==> src/sv/dspm_pkg.sv <==
// Package for the dot-star pattern matcher: byte codes, register indexes and the
// step bundle handed from the top level to every cell of the row.
// Depends on nothing; every other file of the block but the bound port checks imports it.
`default_nettype none

package dspm_pkg;

   // Pattern metacharacters.
   localparam logic [7:0] STAR_BYTE = 8'h2A;
   localparam logic [7:0] DOT_BYTE  = 8'h2E;

   // Default number of pattern positions.
   localparam int unsigned PATTERN_MAX_DEFAULT = 16;

   // Configuration register indexes and widths.
   localparam int unsigned CSR_INDEX_W = 2;
   localparam int unsigned CSR_DATA_W  = 64;
   localparam int unsigned LENGTH_W    = 5;
   localparam logic [CSR_INDEX_W-1:0] CSR_PATTERN_LOW  = 2'd0;
   localparam logic [CSR_INDEX_W-1:0] CSR_PATTERN_HIGH = 2'd1;
   localparam logic [CSR_INDEX_W-1:0] CSR_PATTERN_LEN  = 2'd2;

   // Command codes of an input item.
   localparam logic CMD_RESTART = 1'b0;
   localparam logic CMD_APPEND  = 1'b1;

   // What every cell needs to know about the item being taken in this cycle.
   typedef struct packed {
      logic       enable;
      logic       cmd;
      logic [7:0] text_byte;
   } step_type;

   // A pattern byte matches a text byte when equal or when it is the dot.
   function automatic logic byte_fits(input logic [7:0] text_byte,
                                      input logic [7:0] pat_byte);
      return (pat_byte == DOT_BYTE) || (pat_byte == text_byte);
   endfunction

endpackage

`default_nettype wire

==> src/sv/dspm_cell.sv <==
// One cell of the prefix-match row: holds the row bit for one pattern prefix.
// Depends on dspm_pkg; its neighbours supply the row bit to the left and the
// new value two cells back, which forms the star chain.
`default_nettype none

module dspm_cell
   import dspm_pkg::*;
#(
   parameter int unsigned Pos = 1
) (
   input  wire logic       clock,
   input  wire logic       reset,
   input  wire step_type   step,
   input  wire logic [7:0] byte_self,
   input  wire logic [7:0] byte_prev,
   input  wire logic       row_left,
   input  wire logic       chain_two,
   output logic            next_bit,
   output logic            row_bit
);

   logic is_star;
   logic row_ff;
   logic row_in;

   // A star repeats the byte before it; at the front it is a literal.
   assign is_star = (Pos >= 2) && (byte_self == STAR_BYTE);

   // New row bit for this prefix.
   always_comb begin
      if (step.cmd == CMD_RESTART) begin
         next_bit = is_star && chain_two;
      end else if (is_star) begin
         next_bit = chain_two || (byte_fits(step.text_byte, byte_prev) && row_ff);
      end else begin
         next_bit = byte_fits(step.text_byte, byte_self) && row_left;
      end
   end

   assign row_in = step.enable ? next_bit : row_ff;

   // The row bit is only updated when an item is taken.
   always_ff @(posedge clock) begin
      if (reset) begin
         row_ff <= 1'b0;
      end else begin
         row_ff <= row_in;
      end
   end

   assign row_bit = row_ff;

endmodule

`default_nettype wire

==> src/sv/dot_star_pattern_matcher_unit.sv <==
// Top level of the dot-star pattern matcher: configuration registers, the row
// of dspm_cell instances, the length select and a two-entry result buffer.
// Depends on dspm_pkg and dspm_cell.
//
//   Channel  Direction  Handshake            Payload
//   req_     in         req_valid/req_stall  req_cmd, req_text_byte
//   rsp_     out        rsp_valid/rsp_stall  rsp_full_match
//   csr_     in         csr_valid/csr_ready  csr_index, csr_wdata
//
// One item is taken per cycle while req_stall is low; its result is registered
// in the output or skid register. The whole row settles combinationally through
// the star chain, which runs through every second cell of the row.
// Reset clears the row to the empty-text state and the pattern registers to 0.
// A stalled result is held in the output register and one further item is
// caught in a skid register; req_stall rises only when both are full.
`default_nettype none

module dot_star_pattern_matcher_unit
   import dspm_pkg::*;
#(
   parameter int unsigned PatternMax = PATTERN_MAX_DEFAULT
) (
   input  wire logic                   clock,
   input  wire logic                   reset,
   // Input items.
   input  wire logic                   req_valid,
   output logic                        req_stall,
   input  wire logic                   req_cmd,
   input  wire logic [7:0]             req_text_byte,
   // Result items.
   output logic                        rsp_valid,
   input  wire logic                   rsp_stall,
   output logic                        rsp_full_match,
   // Configuration writes.
   input  wire logic                   csr_valid,
   output logic                        csr_ready,
   input  wire logic [CSR_INDEX_W-1:0] csr_index,
   input  wire logic [CSR_DATA_W-1:0]  csr_wdata
);

   localparam int unsigned IdxW = $clog2(PatternMax + 1);

   logic [CSR_DATA_W-1:0] pat_low_ff;
   logic [CSR_DATA_W-1:0] pat_high_ff;
   logic [LENGTH_W-1:0]   length_ff;
   logic [7:0]            pat_bytes [PatternMax];
   logic [PatternMax:0]   row_bits;
   logic [PatternMax:0]   next_row;
   logic                  row0_ff;
   logic                  row0_in;
   logic [IdxW-1:0]       len_sel;
   logic                  match_now;
   step_type              step;
   logic                  accept;
   logic                  out_take;
   logic                  out_valid_ff;
   logic                  out_valid_in;
   logic                  out_data_ff;
   logic                  out_data_in;
   logic                  skid_valid_ff;
   logic                  skid_valid_in;
   logic                  skid_data_ff;
   logic                  skid_data_in;

   // Configuration is always ready.
   assign csr_ready = 1'b1;

   always_ff @(posedge clock) begin
      if (reset) begin
         pat_low_ff  <= '0;
         pat_high_ff <= '0;
         length_ff   <= '0;
      end else if (csr_valid && csr_ready) begin
         case (csr_index)
            CSR_PATTERN_LOW:  pat_low_ff  <= csr_wdata;
            CSR_PATTERN_HIGH: pat_high_ff <= csr_wdata;
            CSR_PATTERN_LEN:  length_ff   <= csr_wdata[LENGTH_W-1:0];
            default: begin
            end
         endcase
      end
   end

   // Pattern bytes by position; positions past the two registers read as zero.
   for (genvar k = 0; k < PatternMax; k++) begin : g_bytes
      if (k < 8) begin : g_low
         assign pat_bytes[k] = pat_low_ff[8*k +: 8];
      end else if (k < 16) begin : g_high
         assign pat_bytes[k] = pat_high_ff[8*(k-8) +: 8];
      end else begin : g_zero
         assign pat_bytes[k] = 8'h00;
      end
   end

   // Step bundle for the cells.
   assign accept = req_valid && !req_stall;
   assign step   = {accept, req_cmd, req_text_byte};

   // The empty prefix matches only the empty text.
   assign next_row[0] = (req_cmd == CMD_RESTART);
   assign row_bits[0] = row0_ff;
   assign row0_in     = accept ? next_row[0] : row0_ff;

   always_ff @(posedge clock) begin
      if (reset) begin
         row0_ff <= 1'b1;
      end else begin
         row0_ff <= row0_in;
      end
   end

   // Row of cells, one per pattern prefix.
   for (genvar j = 1; j <= PatternMax; j++) begin : g_cells
      logic [7:0] byte_prev;
      logic       chain_two;
      if (j >= 2) begin : g_link
         assign byte_prev = pat_bytes[j-2];
         assign chain_two = next_row[j-2];
      end else begin : g_first
         assign byte_prev = 8'h00;
         assign chain_two = 1'b0;
      end
      dspm_cell #(
         .Pos(j)
      ) u_cell (
         .clock    (clock),
         .reset    (reset),
         .step     (step),
         .byte_self(pat_bytes[j-1]),
         .byte_prev(byte_prev),
         .row_left (row_bits[j-1]),
         .chain_two(chain_two),
         .next_bit (next_row[j]),
         .row_bit  (row_bits[j])
      );
   end

   // Length saturates at the number of cells.
   always_comb begin
      if (32'(length_ff) > 32'(PatternMax)) begin
         len_sel = IdxW'(PatternMax);
      end else begin
         len_sel = IdxW'(length_ff);
      end
   end

   assign match_now = next_row[len_sel];

   // Output register with a skid register behind it.
   assign out_take  = out_valid_ff && !rsp_stall;
   assign req_stall = skid_valid_ff;

   always_comb begin
      out_valid_in  = out_valid_ff;
      out_data_in   = out_data_ff;
      skid_valid_in = skid_valid_ff;
      skid_data_in  = skid_data_ff;
      if (out_take) begin
         out_valid_in = 1'b0;
      end
      if (skid_valid_ff && out_take) begin
         out_valid_in  = 1'b1;
         out_data_in   = skid_data_ff;
         skid_valid_in = 1'b0;
      end else if (accept) begin
         if (!out_valid_ff || out_take) begin
            out_valid_in = 1'b1;
            out_data_in  = match_now;
         end else begin
            skid_valid_in = 1'b1;
            skid_data_in  = match_now;
         end
      end
   end

   always_ff @(posedge clock) begin
      if (reset) begin
         out_valid_ff  <= 1'b0;
         skid_valid_ff <= 1'b0;
      end else begin
         out_valid_ff  <= out_valid_in;
         skid_valid_ff <= skid_valid_in;
      end
   end

   always_ff @(posedge clock) begin
      out_data_ff  <= out_data_in;
      skid_data_ff <= skid_data_in;
   end

   assign rsp_valid      = out_valid_ff;
   assign rsp_full_match = out_data_ff;

endmodule

`default_nettype wire

==> config.mk <==
export PLATFORM = sky130hd
export DESIGN_NAME = dot_star_pattern_matcher_unit
export DESIGN_NICKNAME = d
export VERILOG_FILES = /design/src/sv/dspm_pkg.sv /design/src/sv/dspm_cell.sv /design/src/sv/dot_star_pattern_matcher_unit.sv
export SDC_FILE = /design/constraint.sdc
export NUM_CORES = 1
export LEC_CHECK = 0
export ABC_CLOCK_PERIOD_IN_PS = 2450
export BUFFER_PORTS_ARGS = -buffer_cell sky130_fd_sc_hd__clkbuf_2
export CAP_MARGIN = 20
export CORE_MARGIN = 2
export CORE_UTILIZATION = 40
export DETAILED_ROUTE_END_ITERATION = 16
export SLEW_MARGIN = 25
export SYNTH_ARGS = -nofsm -noshare
export SYNTH_HDL_FRONTEND = slang
export SYNTH_SLANG_ARGS = --single-unit
==> constraint.sdc <==
create_clock -name clock -period 2.45 [get_ports clock]
set_input_delay 0.245 -clock clock [delete_from_list [all_inputs] [get_ports clock]]
set_output_delay 0.245 -clock clock [all_outputs]
set_load 0.005 [all_outputs]
==> run summary <==
Top_reg_cell synth: dfxtp_1
Antenna fix cells: 0
Reg2reg setup slack: -0.40 ns
Reg clk slew, reported paths: 0.06 ns
Die area: 22220 µm²
Rows: 53
Int Pwr: 4809 µW
Violated checks: setup timing
Syn Area/Cell: 7.778 µm²
CTS tree: built
WHS Endpoint: pat_high_ff[52]
PortBufs: 82
Area of the mapped netlist: 8416 µm²
Initial drt markers: 393
DP Area: 10330 µm²
Largest stage delay, worst path: 0.57 ns
All-Layer GR Usage: 24.11%
Hold buffer count at CTS: 0
WP data required: 2.72 ns
Endpoints failing setup: 7
Die width: 149.1 µm
Skew final: 0.01091 ns
Skew-Pair Late Insertion Delay: 0.43 ns
CTS HTree Levels: 4
HPWL after detailed placement: 18860 µm
Reg2reg end: rsp_full_match
Fmax: 350.3 MHz
Outcome: finished, violations left
Residual DRC: 0
Global route overflow: 0
Core box area: 20820 µm²
Largest net degree at the start of global routing: 65
Proportion of synthesized area in mux cells: 0.9813%
Worst-margin pin slew: 0.9825 ns
Main combinational cell family by area after synthesis: simple AND/OR/NAND/NOR gates
Fillcell total: 2009
Avg WL per Cell: 16.69 µm
Vias in the first global route: 8184
Cell breakdown of the critical path: or4b_4 -> nor4_4 -> buf_4 -> o221ai_2 -> a21oi_2 -> nand2_2 -> nand3_1 -> a41oi_1 -> and3_4 -> or3b_1 -> o21ai_1
Fin area: 11280 µm²
Mapped Nets: 1162
RSZ-0062 raised after global routing: yes
Pleak: 0.004061 µW
Slew Limit Fails: 0
CP max FO: 3
Via count: 8262
Post-synth EDFFs: 2
Largest area contributor in the netlist: dfxtp_1
Placer Congestion: 0.8973
Kind of critical path: flip-flop to flip-flop
Sw frac: 24.71%
Synth Area in Compound Gates: 16.92%
Drt total wl: 26270 µm
Worst Path Arrival: 3.13 ns
Crit. End Element: flip-flop
Tcrit/Tclk final: 116.5%
RR Startpoint: pat_low_ff[28]
Clock share of power: 45.5%
Post-Synth XOR/XNOR Area: 13.32%
Layout area overhead: 34.02%
Hold_ws: 0.04291 ns
Final net count: 1368
Yosys warns: 0
Post-synthesis sequential area ratio: 36.87%
Critical path's slowest cell: or4b_4
Post-route ant nets: 0
Final cell count without fillers: 1574
Netlist cell types: 83
HP Start: csr_wdata[52]
Setup WS pre-CTS: -0.5182 ns
Clock buffer depth: 2
Placed instance count: 1538
Combinational share of power: 12.7%
Fin. Hold Viols: 0
Share of cells above drive strength 1: 27.79%
Min-delay worst type: input port to flip-flop
IO Count: 84
Max Cap Viol: 0
Peak VDD IR: 417.3 µV
Num CTS Buffers: 17
FF-to-FF path depth: 11
Hold path cells: 3
Synth top area share: 36.16%
Power Dens Cells: 566.3 nW/µm²
Synth Register Bits: 154
Initial Util: 40.42%
Minimum clock period: 2.855 ns
Async SR Flop Fraction: 0%
DR vias/cell: 5.249
Cells after synthesis: 1082
Startpoint Class: flip-flop
Max_slew headroom: 34.50%
Most common cell after layout, fill and taps aside: nand2_1
Initial antenna violation count: 0
Adder-cell share of the synthesized area: 0%
Clk root buf: clkbuf_16
PnR worst setup slack: -0.4048 ns
Synthesized-area fraction occupied by and/or/nand/nor cells: 27.42%
Die H: 149.1 µm
First-pass GRT wire length: 42330 µm
Part of the power in registers: 41.8%
Synth area leaders: dfxtp_1 (36%), nand2_1 (13%), xnor2_1 (13%)
First drt pass iteration count: 5
Most frequent cells in the layout: nand2_1 (293), buf_4 (155), a21oi_1 (152)
Net Switching: 1578 µW
Clock sink count: 154
-- worst max-delay path by stage --
stage / cells after the start / slack, ns / end / from
3_3_place_gp: 13 / -0.56 / rsp_full_match / req_text_byte[4]
4_1_cts: 11 / -0.40 / skid_data_ff / pat_low_ff[44]
6_report: 11 / -0.40 / rsp_full_match / pat_low_ff[28]
5_1_grt: 11 / -0.56 / skid_data_ff / pat_low_ff[54]
3_5_place_dp: 13 / -0.52 / rsp_full_match / req_text_byte[3]
2_1_floorplan: 11 / -0.13 / rsp_full_match / pat_low_ff[47]
-- metal layers --
layer	share of wire [%]	global-route usage, %	up-vias
met4	1.6	5.619	0
met2	49	41.18	208
met1	45	31.15	3908
met5	0	0	-
met3	5.2	5.260	31
li1	-	-	4115
-- state kept, by name, summed over array words and instances (netlist names) --
| register | count |
|---|---|
| pat_high_ff | 64 |
| pat_low_ff | 64 |
| g_cells.u_cell.row_bit | 16 |
| length_ff | 5 |
| req_stall | 1 |
| row0_ff | 1 |
| rsp_full_match | 1 |
| rsp_valid | 1 |
| skid_data_ff | 1 |
-- worst max-delay path, delay by kind of cell, from the launching register on --
family / cells / cell delay, ns
buffers and inverters: 1 / 0.17
DFF: 1 / 0.32
AOI/OAI and AO/OA: 4 / 0.67
and+or+nand+nor: 6 / 1.55
-- power by group through the flow --
| stage | Sequential [µW] | Combinational [µW] | Clock, µW |
|---|---|---|---|
| floorplan | 2710 | 440 | 0 |
| global placement | 2720 | 790 | 0 |
| detailed placement | 2720 | 797 | 0 |
| CTS | 2670 | 809 | 2940 |
| global route | 2680 | 883 | 3050 |
| finish | 2670 | 810 | 2900 |
-- kinds of logic (layout without fill, tap and decap cells) --
kind of cell	after synthesis	in the layout
buf+inv	83	300
simple gates	476	476
other cells	1	1
compound gates	233	233
flops	154	154
xor+xnor	128	128
mux	7	7
-- stage by stage --
stage                     setup TNS (ns)  util [%]  power, µW
after CTS                         -1.423     53.61       6418
after detailed placement          -1.826     49.62       3520
after global routing              -2.909     54.16       6614
final                             -1.777     54.16       6387
after global placement            -1.773     49.62       3512
after floorplan                  -0.2664         -       3155
-- cell usage after synthesis, drive strengths merged (5+ instances only) --
master / n
a211oi: 6
a21oi: 160
and3: 11
buf: 29
clkbuf: 41
dfxtp: 152
inv: 11
mux2i: 6
nand2: 297
nand2b: 6
nand3: 12
nand4: 35
nand4b: 10
nor2: 44
nor2b: 5
nor3: 15
nor4: 6
nor4b: 11
o211ai: 5
o21ai: 17
o221ai: 5
o22ai: 7
xnor2: 122
xor2: 6
-- layout make-up --
class / instances / area [µm²] / area share (%)
well taps: 275 / 344.1 / 3.051
repair buffers: 258 / 1957 / 17.35
inverters: 12 / 45.04 / 0.3994
clock inverters: 11 / 196.4 / 1.742
clock buffers: 19 / 442.9 / 3.927
multi-input cells: 845 / 5185 / 45.97
flip-flops and latches: 154 / 3108 / 27.56
-- what timing repair did --
action | CTS | global route
endpoints found under the setup margin | 8 | 10
pin swaps | 21 | 17
resized for setup | 30 | 22
buffers inserted | 6 | 3
Note: power is estimated with default switching activity, not from simulation.
